--- config.mk ---
export PLATFORM = sky130hd
export DESIGN_NAME = pll_ratio_search
export DESIGN_NICKNAME = d
export VERILOG_FILES = /design/src/rtl/prs_pkg.sv /design/src/rtl/pll_ratio_search.sv
export VERILOG_INCLUDE_DIRS = /design/src /design/src/rtl
export SDC_FILE = /design/constraint.sdc
export NUM_CORES = 2
export LEC_CHECK = 0
export BUFFER_PORTS_ARGS = -buffer_cell sky130_fd_sc_hd__buf_2
export CORE_MARGIN = 5
export CORE_UTILIZATION = 35
export CTS_BUF_LIST = sky130_fd_sc_hd__clkbuf_4 sky130_fd_sc_hd__clkbuf_8
export CTS_CLUSTER_SIZE = 12
export DETAILED_ROUTE_END_ITERATION = 8
export GPL_TIMING_DRIVEN = 0
export SETUP_SLACK_MARGIN = 0.2
export SLEW_MARGIN = 20
export SYNTH_ARGS = -nofsm -noshare
export SYNTH_HDL_FRONTEND = slang
export SYNTH_SLANG_ARGS = --single-unit
export TNS_END_PERCENT = 100
--- constraint.sdc ---
create_clock -name clk -period 9 [get_ports clk]
set_input_delay 0.45 -clock clk [delete_from_list [all_inputs] [get_ports clk]]
set_output_delay 0.45 -clock clk [all_outputs]
set_load 0.05 [all_outputs]
--- src/rtl/assert_macros.svh ---
// assertion helpers shared by the rtl
`ifndef ASSERT_MACROS_SVH
`define ASSERT_MACROS_SVH

// clocked property, disabled during reset
`define ASSERT_CLK(lbl, clk, rst, prop) \
  lbl: assert property (@(posedge clk) disable iff (rst) (prop)) \
    else $error("assertion failed");

// antecedent implies consequent in the same cycle
`define ASSERT_IMPLY(lbl, clk, rst, ante, cons) \
  lbl: assert property (@(posedge clk) disable iff (rst) (ante) |-> (cons)) \
    else $error("implication failed");

`endif

--- src/rtl/prs_pkg.sv ---
package prs_pkg;

  localparam int TARGET_W = 20;
  localparam int BASE_W   = 17;
  localparam int ACH_W    = 23;
  localparam int ERR_W    = 26;

  localparam logic [BASE_W-1:0]   BASE_RESET   = 17'd50000;
  localparam logic [TARGET_W-1:0] SENTINEL_KHZ = 20'd1000000;

  typedef struct packed {
    logic [5:0] high;
    logic [4:0] low;
    logic       bypass;
    logic       odd;
  } cnt_enc_t;

  // pll counter phases: high = (x+1)/2, low = x - high
  function automatic cnt_enc_t encode_counter(input logic [7:0] x);
    logic [8:0] hi;
    cnt_enc_t   e;
    hi       = ({1'b0, x} + 9'd1) >> 1;
    e.high   = hi[5:0];
    e.low    = 5'(x - hi[7:0]);
    e.bypass = (x == 8'd1);
    e.odd    = x[0];
    return e;
  endfunction

endpackage

--- src/rtl/pll_ratio_search.sv ---
// Finds the multiplier/divisor pair (1..MAX_RATIO each) whose output
// base_clock_khz*mul/div lies closest to target_khz; ties keep the pair met
// first with mul as the outer loop. The compare unit checks one pair per
// cycle, then a bit-serial divider produces achieved_khz one quotient bit
// per cycle. in_stall is high from acceptance until the result is loaded
// into the output register; a finished result waits there while the next
// request is taken. base_clock_khz is written through cfg_write/cfg_wdata
// and must only change while no request is in flight.
`include "assert_macros.svh"

module pll_ratio_search #(
  parameter int MAX_RATIO = 63
) (
  input  logic        clk,
  input  logic        rst,
  input  logic        cfg_write,
  input  logic [16:0] cfg_wdata,
  input  logic        in_valid,
  output logic        in_stall,
  input  logic [19:0] target_khz,
  output logic        out_valid,
  input  logic        out_stall,
  output logic [5:0]  best_mul,
  output logic [5:0]  best_div,
  output logic [22:0] achieved_khz,
  output logic [25:0] error_times_div,
  output logic [5:0]  div_high_count,
  output logic [4:0]  div_low_count,
  output logic        div_bypass,
  output logic        div_odd,
  output logic [5:0]  mul_high_count,
  output logic [4:0]  mul_low_count,
  output logic        mul_bypass,
  output logic        mul_odd
);

  localparam int RW  = $clog2(MAX_RATIO + 1);
  localparam int NW  = prs_pkg::TARGET_W + RW;
  localparam int PW  = prs_pkg::BASE_W + RW;
  localparam int CW  = $clog2(PW + 1);
  localparam int XW  = NW + RW;
  localparam int AEW = (PW > prs_pkg::ACH_W) ? PW : prs_pkg::ACH_W;
  localparam int EEW = (NW > prs_pkg::ERR_W) ? NW : prs_pkg::ERR_W;

  localparam logic [RW-1:0] RMAX = RW'(MAX_RATIO);

  localparam logic [2:0] ST_IDLE   = 3'd0;
  localparam logic [2:0] ST_SEARCH = 3'd1;
  localparam logic [2:0] ST_DRAIN  = 3'd2;
  localparam logic [2:0] ST_SETUP  = 3'd3;
  localparam logic [2:0] ST_DIV    = 3'd4;
  localparam logic [2:0] ST_FINISH = 3'd5;

  logic [2:0]  state;
  logic [16:0] base_clock_khz;
  logic [19:0] target;

  // candidate generator
  logic [RW-1:0] m, d;
  logic [NW-1:0] acc_b, acc_t;

  // registered candidate
  logic          valid_a;
  logic [RW-1:0] m_a, d_a;
  logic [NW-1:0] num_a, prod_a;

  // best so far
  logic [RW-1:0] bm, bd;
  logic [NW-1:0] best_num, best_err, best_prod;

  // divider
  logic [PW-1:0] q;
  logic [RW-1:0] rem;
  logic [CW-1:0] cnt;

  logic          in_acc;
  logic [NW-1:0] num_c;
  logic [19:0]   init_err;
  logic [XW-1:0] lhs, rhs;
  logic          better;
  logic [RW:0]   r_sh, r_diff;
  logic          r_ge;
  logic [AEW-1:0] q_ext;
  logic [EEW-1:0] e_ext;
  prs_pkg::cnt_enc_t enc_d, enc_m;
  logic          out_load;

  assign in_stall = (state != ST_IDLE);
  assign in_acc   = in_valid && !in_stall;

  assign num_c = (acc_b >= acc_t) ? acc_b - acc_t : acc_t - acc_b;
  assign init_err = ({3'd0, base_clock_khz} >= target_khz) ?
                    {3'd0, base_clock_khz} - target_khz :
                    target_khz - {3'd0, base_clock_khz};

  // exact rational compare: num_a/d_a < best_num/bd
  assign lhs    = XW'(num_a) * XW'(bd);
  assign rhs    = XW'(best_num) * XW'(d_a);
  assign better = valid_a && (lhs < rhs);

  assign r_sh   = {rem, q[PW-1]};
  assign r_ge   = r_sh >= {1'b0, bd};
  assign r_diff = r_sh - {1'b0, bd};

  assign q_ext = AEW'(q);
  assign e_ext = EEW'(best_err);
  assign enc_d = prs_pkg::encode_counter(8'(bd));
  assign enc_m = prs_pkg::encode_counter(8'(bm));

  assign out_load = (state == ST_FINISH) && (!out_valid || !out_stall);

  always_ff @(posedge clk) begin
    if (rst) begin
      base_clock_khz <= prs_pkg::BASE_RESET;
    end else if (cfg_write) begin
      base_clock_khz <= cfg_wdata;
    end
  end

  always_ff @(posedge clk) begin
    if (rst) begin
      state   <= ST_IDLE;
      valid_a <= 1'b0;
    end else begin
      valid_a <= (state == ST_SEARCH);
      unique case (state)
        ST_IDLE:   if (in_acc) state <= ST_SEARCH;
        ST_SEARCH: if (m == RMAX && d == RMAX) state <= ST_DRAIN;
        ST_DRAIN:  state <= ST_SETUP;
        ST_SETUP:  state <= ST_DIV;
        ST_DIV:    if (cnt == CW'(1)) state <= ST_FINISH;
        ST_FINISH: if (out_load) state <= ST_IDLE;
        default:   state <= ST_IDLE;
      endcase
    end
  end

  // candidate generator: products kept by running sums
  always_ff @(posedge clk) begin
    if (in_acc) begin
      target <= target_khz;
      m      <= RW'(1);
      d      <= RW'(1);
      acc_b  <= NW'(base_clock_khz);
      acc_t  <= NW'(target_khz);
    end else if (state == ST_SEARCH) begin
      if (d == RMAX) begin
        d     <= RW'(1);
        acc_t <= NW'(target);
        m     <= m + RW'(1);
        acc_b <= acc_b + NW'(base_clock_khz);
      end else begin
        d     <= d + RW'(1);
        acc_t <= acc_t + NW'(target);
      end
    end
  end

  always_ff @(posedge clk) begin
    m_a    <= m;
    d_a    <= d;
    num_a  <= num_c;
    prod_a <= acc_b;
  end

  always_ff @(posedge clk) begin
    if (in_acc) begin
      bm        <= RW'(1);
      bd        <= RW'(1);
      best_num  <= NW'(prs_pkg::SENTINEL_KHZ);
      best_err  <= NW'(init_err);
      best_prod <= NW'(base_clock_khz);
    end else if (better) begin
      bm        <= m_a;
      bd        <= d_a;
      best_num  <= num_a;
      best_err  <= num_a;
      best_prod <= prod_a;
    end
  end

  // restoring division of base*mul by div, msb first
  always_ff @(posedge clk) begin
    if (state == ST_SETUP) begin
      q   <= best_prod[PW-1:0];
      rem <= '0;
      cnt <= CW'(PW);
    end else if (state == ST_DIV) begin
      q   <= {q[PW-2:0], r_ge};
      rem <= r_ge ? r_diff[RW-1:0] : r_sh[RW-1:0];
      cnt <= cnt - CW'(1);
    end
  end

  always_ff @(posedge clk) begin
    if (rst) begin
      out_valid <= 1'b0;
    end else if (out_load) begin
      out_valid <= 1'b1;
    end else if (!out_stall) begin
      out_valid <= 1'b0;
    end
  end

  always_ff @(posedge clk) begin
    if (out_load) begin
      best_mul        <= 6'(bm);
      best_div        <= 6'(bd);
      achieved_khz    <= (q_ext > AEW'({prs_pkg::ACH_W{1'b1}})) ?
                         {prs_pkg::ACH_W{1'b1}} : q_ext[prs_pkg::ACH_W-1:0];
      error_times_div <= (e_ext > EEW'({prs_pkg::ERR_W{1'b1}})) ?
                         {prs_pkg::ERR_W{1'b1}} : e_ext[prs_pkg::ERR_W-1:0];
      div_high_count  <= enc_d.high;
      div_low_count   <= enc_d.low;
      div_bypass      <= enc_d.bypass;
      div_odd         <= enc_d.odd;
      mul_high_count  <= enc_m.high;
      mul_low_count   <= enc_m.low;
      mul_bypass      <= enc_m.bypass;
      mul_odd         <= enc_m.odd;
    end
  end

  `ASSERT_CLK(a_out_from_finish, clk, rst, $rose(out_valid) |-> $past(state) == ST_FINISH)
  `ASSERT_IMPLY(a_best_in_range, clk, rst, state != ST_IDLE, bd != '0 && bm != '0 && bd <= RMAX)
  `ASSERT_IMPLY(a_rem_below_div, clk, rst, state == ST_DIV, rem < bd)

endmodule

# Word-level counts from Yosys, hierarchy flattened
# Cells that the tools add are included.
dict set report totals {
  output_inout_bits 89
  elab_cells 114
  inputBits 42
  ff_bits 375
}
dict set report classes {
  eq_ne 15
  mul 2
  reduce_logical 17
  n_lt_le_gt_ge 6
  n_addsub 14
  mux 23
}
# operator count
set op_table {}
lappend op_table {{$mux W20} 5}
lappend op_table {{$mux W17} 5}
lappend op_table {{$mul A26 B6 Y32} 2}
lappend op_table {{$mux W26} 2}
lappend op_table {{$sub A26 B26 Y26} 2}
lappend op_table {{$mux W23} 2}
lappend op_table {{$lt A32 B32 Y1} 1}
lappend op_table {{$add A26 B17 Y26} 1}
lappend op_table {{$add A26 B20 Y26} 1}
lappend op_table {{$ge A26 B26 Y1} 1}
lappend op_table {{$gt A26 B26 Y1 const B} 1}
lappend op_table {{$gt A23 B23 Y1 const B} 1}
lappend op_table {{$ge A17 B20 Y1} 1}
lappend op_table {{$sub A17 B20 Y20} 1}
lappend op_table {{$sub A20 B17 Y20} 1}
lappend op_table {{$pmux W3 S6} 1}
lappend op_table {{$add A6 B1 Y7 const B} 2}
lappend op_table {{$add A6 B1 Y6 const B} 2}
lappend op_table {{$eq A6 B1 Y1 const B} 2}
lappend op_table {{$eq A6 B6 Y1 const B} 2}
lappend op_table {{$mux W3} 4}
lappend op_table {{$mux W6} 2}
lappend op_table {{$sub A5 B5 Y5} 2}
lappend op_table {{$reduce_bool A2 Y1} 4}
lappend op_table {{17 further kinds} 29}

# Longest topological paths before layout
dict set report logic_depth {
  ltp_word 5
  ltp_mapped 31
  mapped_depth_nobuf 27
}

# Least setup slack after synthesis
# No wires, ideal clock.
dict set report synth_path {
  path_kind {register to register}
  from {reg bd[5]}
  to {reg best_err[0] (enable)}
  arrival_time_ps 7030
  path_stages_with_launch 29
  synth_period_minus_slack_ps 7425
  path_buffers 4
  required_time_ps 8605
  setup_time_ps 395
  slack_ps 1575
  cell_sequence {dfxtp_1 > clkbuf_1 > clkbuf_1 > nand2_1 > fa_1 > fa_1 > fa_1 > inv_1 > ha_1 > nor2b_1 > o21a_1 > o21ai_0 > a21o_1 > o21ai_0 > a221o_1 > a21o_1 > a21oi_1 > xnor2_1 > ha_1 > a21o_1 > a21o_1 > a21o_1 > a21o_1 > a211oi_1 > o211a_1 > o21ai_0 > buf_2 > buf_2 > nand2_1}
}
dict set report synth_between {
  elab_chain_cells 4
}
# element line_no
set synth_rtl {}
lappend synth_rtl {{from (decl)} pll_ratio_search.sv:68} ;# logic [RW-1:0] bm, bd;
lappend synth_rtl {{from (signal assigned)} pll_ratio_search.sv:169} ;# bd <= RW'(1);
lappend synth_rtl {{from (signal assigned)} pll_ratio_search.sv:175} ;# bd <= d_a;
lappend synth_rtl {{$mul A26 B6 Y32} pll_ratio_search.sv:97} ;# assign lhs = XW'(num_a) * XW'(bd);
lappend synth_rtl {{$lt A32 B32 Y1} pll_ratio_search.sv:99} ;# assign better = valid_a && (lhs < rhs);
lappend synth_rtl {{$logic_and A1 B1 Y1} pll_ratio_search.sv:99}
lappend synth_rtl {{$reduce_bool A2 Y1 (no line)} --}
lappend synth_rtl {{to (signal assigned)} pll_ratio_search.sv:171} ;# best_err <= NW'(init_err);
lappend synth_rtl {{to (signal assigned)} pll_ratio_search.sv:177} ;# best_err <= num_a;
lappend synth_rtl {{to (decl)} pll_ratio_search.sv:69} ;# logic [NW-1:0] best_num, best_err, best_prod;
# No other way between the ends.
# A chain may end at the register's enable or synchronous reset.

# Worst setup path in the final report
dict set report layout_path {
  from {reg d_a[3]}
  to {reg best_err[0] (enable)}
}
dict set report layout_between {
  elab_chain_cells 4
}
# element line_no
set layout_rtl {}
lappend layout_rtl {{from (decl)} pll_ratio_search.sv:64} ;# logic [RW-1:0] m_a, d_a;
lappend layout_rtl {{from (signal assigned)} pll_ratio_search.sv:161} ;# d_a <= d;
lappend layout_rtl {{$mul A26 B6 Y32} pll_ratio_search.sv:98} ;# assign rhs = XW'(best_num) * XW'(d_a);
lappend layout_rtl {{$lt A32 B32 Y1} pll_ratio_search.sv:99}
lappend layout_rtl {{$logic_and A1 B1 Y1} pll_ratio_search.sv:99}
lappend layout_rtl {{$reduce_bool A2 Y1 (no line)} --}
# No other way between the ends.

==> key figures <==
Layout
  – ANT cells: 0
  – Layout cells sized above 1: between 10% and 20%
  – Nets@finish: between 3,000 and 4,000
  – Final core occ: between 40% and 50%
  – Commonest non-fill, non-tap cell in the layout: inv_1
  – # fillers: between 8,000 and 9,000
  – Non-filler instance count after layout: ~4,600
  – Area grow syn2layout: 13.7%
  – Final instance area: between 30,000 and 40,000 um^2
  – Most frequent cells in the layout: 407 x inv_1, 268 x nand2_1, 255 x ha_1

Setup path
  – Worst Reg-to-Reg Cells: 27
  – Critical Path RT: 9.37 ns
  – Setup crit end kind: flop
  – Most common cell on crit path: a21o_1
  – R2R setup slack: ~0.57 ns
  – Crit path from: d_a[3]
  – CP max stage delay: 0.64 ns
  – Slowest cell on the critical path: dfxtp_1
  – Critical path type: flop to flop
  – Buf/Inv on CP: 5
  – Reg2reg start: d_a[3]
  – CP startpoint kind: flop
  – Worst Path Arrival: 8.80 ns
  – Crit path max-delay family: compound AO/OA/AOI/OAI gates
  – Crit-path max FO: 20
  – R2r endpoint: best_err[0]

Routing
  – Total Routed Length: 85,900 um
  – DR vias: 23,200
  – Routed vias/inst: around 5.0
  – Initial DRT Pass Iterations: 5
  – Initial DRC Count: 1,238
  – Routed len/inst: between 15 and 20 um
  – Antenna-violating nets left: 0
  – Remaining DRCs: 0

Worst hold path
  – Hold path depth: 1
  – Hold Path End: target[11]
  – Beginning of the worst hold path: target_khz[11]
  – HP Class: input port to flop

Power
  – Sequential Power Share: 29.2%
  – Clk network pwr share: 22.4%
  – Peak supply drop: ~0.13 mV
  – Gate power share: between 40% and 50%
  – P per Cell Area: approximately 250 nW/um^2
  – Cell internal pwr: 4.83 mW
  – Switching share of power: roughly 42%
  – Net Switching: approximately 3.5 mW
  – Pleak: 15.6 nW

Die
  – FP Rows: approximately 110
  – Chip height: about 300 um
  – CORE AREA: around 85,000 um^2
  – Ports: about 130
  – Initial Utilization: a little over a third
  – DIE AREA: around 92,000 um^2
  – Chip width: slightly above 300 um

Synthesis
  – Mapped Area: ~30,000 um^2
  – Yosys reg bits: ~370
  – Synth area leaders: edfxtp_1 20%, fa_1 14%, dfxtp_1 11%, ha_1 11%, and2_1 5.2%
  – Number of flops mapped to enable cells by yosys: just over 200
  – Syn_area_per_cell: between 9 and 10 um^2
  – Cells after synthesis: around 3,200
  – Syn Nets: 3,702
  – Synth Flop Type: edfxtp_1
  – Ys Warns: 0
  – FFs w/ async S/R, synth: 0%
  – Sequential area share after synthesis: a little under a third
  – Post-synth top area share: roughly 20%
  – Yosys top cell by area: edfxtp_1
  – Cell variety after synth: between 80 and 90

Outcome
  – Status: completed

Global routing
  – Gr ovfl total: 0
  – Antenna violations before repair: 1
  – Vias in the first global route: roughly 23,000
  – First-pass GRT wire length: between 100,000 and 150,000 um
  – GRT Util Overall: a little under a fifth
  – Largest net degree at the start of global routing: 26

Placed design
  – Routability Congestion: 0.912
  – Place WS: -0.275 ns
  – Detail Placement HPWL: 67,800 um
  – Dpl cells: 4,480
  – Port Buffer Count: roughly 130
  – Post-DP Area: between 30,000 and 40,000 um^2

Clock network
  – Max Root-Sink Buffers: 3
  – CTS tree: built
  – CTS sink count: approximately 370
  – TritonCTS buffer count: between 70 and 80
  – H-tree depth: 3
  – Worst-path clk slew: 0.06 ns
  – Post-CTS setup buffer count: 0
  – CTS Root Buffer Type: clkbuf_8
  – Worst skew pair latency: between 0.6 and 0.7 ns

STA
  – FMAX: between 100 and 150 MHz
  – Final max-slew violation count: 0
  – Final clock skew: 0.0421 ns
  – Fin Setup TNS: 0 ns
  – Slew headroom: 26.5%
  – RSZ-0062 raised after global routing: no
  – Fin. Hold Viols: 0
  – Final setup vio count: 0
  – Final min period: approximately 8.4 ns
  – Fin crit share: between 90% and 100%
  – Final setup margin: ~0.57 ns
  – Worst slew pin tran: approximately 1.1 ns

Flow run
  – Max-cap violations: 0
==> power by group through the flow <==
stage / clock (mW) / combinational [mW] / sequential, mW
after floorplan: 0 / 3.09 / 2.25
after global placement: 0 / 3.96 / 2.47
after detailed placement: 0 / 4.02 / 2.47
after CTS: 1.92 / 4.06 / 2.43
after global routing: 1.99 / 4.60 / 2.46
final: 1.87 / 4.05 / 2.44
==> kinds of logic after synthesis <==
kind of cell / synth area share (%)
multiplexers: 3.35
adder cells (fa/ha/maj): 24.2
AND/OR/NAND/NOR: 15.2
XOR/XNOR: 4.50
AO/OA/AOI/OAI: 14.0
buffers and inverters: 7.49
flip-flops: 31.3
==> synth_stat cells (all sizes together), types with 10 or more instances <==
| cell type | number |
|---|---|
| inv | 408 |
| nand2 | 270 |
| ha | 255 |
| and2 | 251 |
| fa | 203 |
| edfxtp | 202 |
| a21oi | 193 |
| dfxtp | 165 |
| nor2 | 162 |
| o21ai | 143 |
| clkbuf | 125 |
| a21o | 100 |
| xnor2 | 100 |
| mux2i | 71 |
| xor2 | 54 |
| buf | 39 |
| nand4 | 35 |
| nand3 | 32 |
| nand2b | 31 |
| nor3 | 31 |
| mux2 | 26 |
| o21bai | 26 |
| o21a | 24 |
| a211oi | 23 |
| a31oi | 22 |
| nor2b | 21 |
| o211ai | 19 |
| or3 | 18 |
| o31ai | 16 |
| nor4 | 14 |
| and3 | 12 |
| a21boi | 10 |
==> metrics by stage <==
step / total power [mW] / hold slack [ns]
after floorplan: 5.34 / 0.352
after CTS: 8.41 / 0.00457
after global routing: 9.06 / 0.0190
after detailed placement: 6.49 / 0.363
final: 8.35 / 0.0603
after global placement: 6.43 / 0.364
==> worst max path at each step <==
| stage | endpoint | slack [ns] | cells after the start |
|---|---|---|---|
| detailed placement | best_err[18] | -0.27 | 30 |
| global placement | best_err[18] | -1.11 | 29 |
| global route | best_err[0] | 0.22 | 27 |
| CTS | best_err[0] | 0.20 | 28 |
| finish | best_err[0] | 0.57 | 27 |
| floorplan | best_err[0] | 1.58 | 28 |
==> area by class of cell <==
type / instances / area (um^2) / share of cell area [%]
multi-input cells: 2263 / 18400 / 53.9
flip-flops and latches: 367 / 9370 / 27.5
inverters: 408 / 1530 / 4.49
well taps: 1144 / 1430 / 4.20
clock buffers: 104 / 1310 / 3.85
repair buffers: 158 / 1040 / 3.05
plain buffers: 164 / 723 / 2.12
clock inverters: 30 / 290 / 0.852
==> routing by layer <==
metal / wire (um) / up-vias / global-route usage [%]
li1: - / 11300 / -
met1: 37200 / 11200 / 24.2
met2: 41700 / 553 / 32.1
met3: 4020 / 145 / 2.48
met4: 3000 / 2 / 6.32
met5: 13 / - / 0
==> flip-flops by register name, indices dropped and copies added, names as in the netlist, 17 cells and up <==
| register | cells |
|---|---|
| num_a | 26 |
| acc_b | 26 |
| error_times_div | 26 |
| acc_t | 26 |
| achieved_khz | 23 |
| target | 20 |
| base_clock_khz | 17 |
| best_prod | 23 |
| prod_a | 23 |
| best_num | 26 |
| best_err | 20 |
| q | 23 |
==> repair_timing <==
item,CTS,global route
hold buffers,24,0
endpoints found under the hold margin,24,0
setup endpoints to repair,37,37
gates resized for setup,4,11
(Power assumes the default switching activity.)
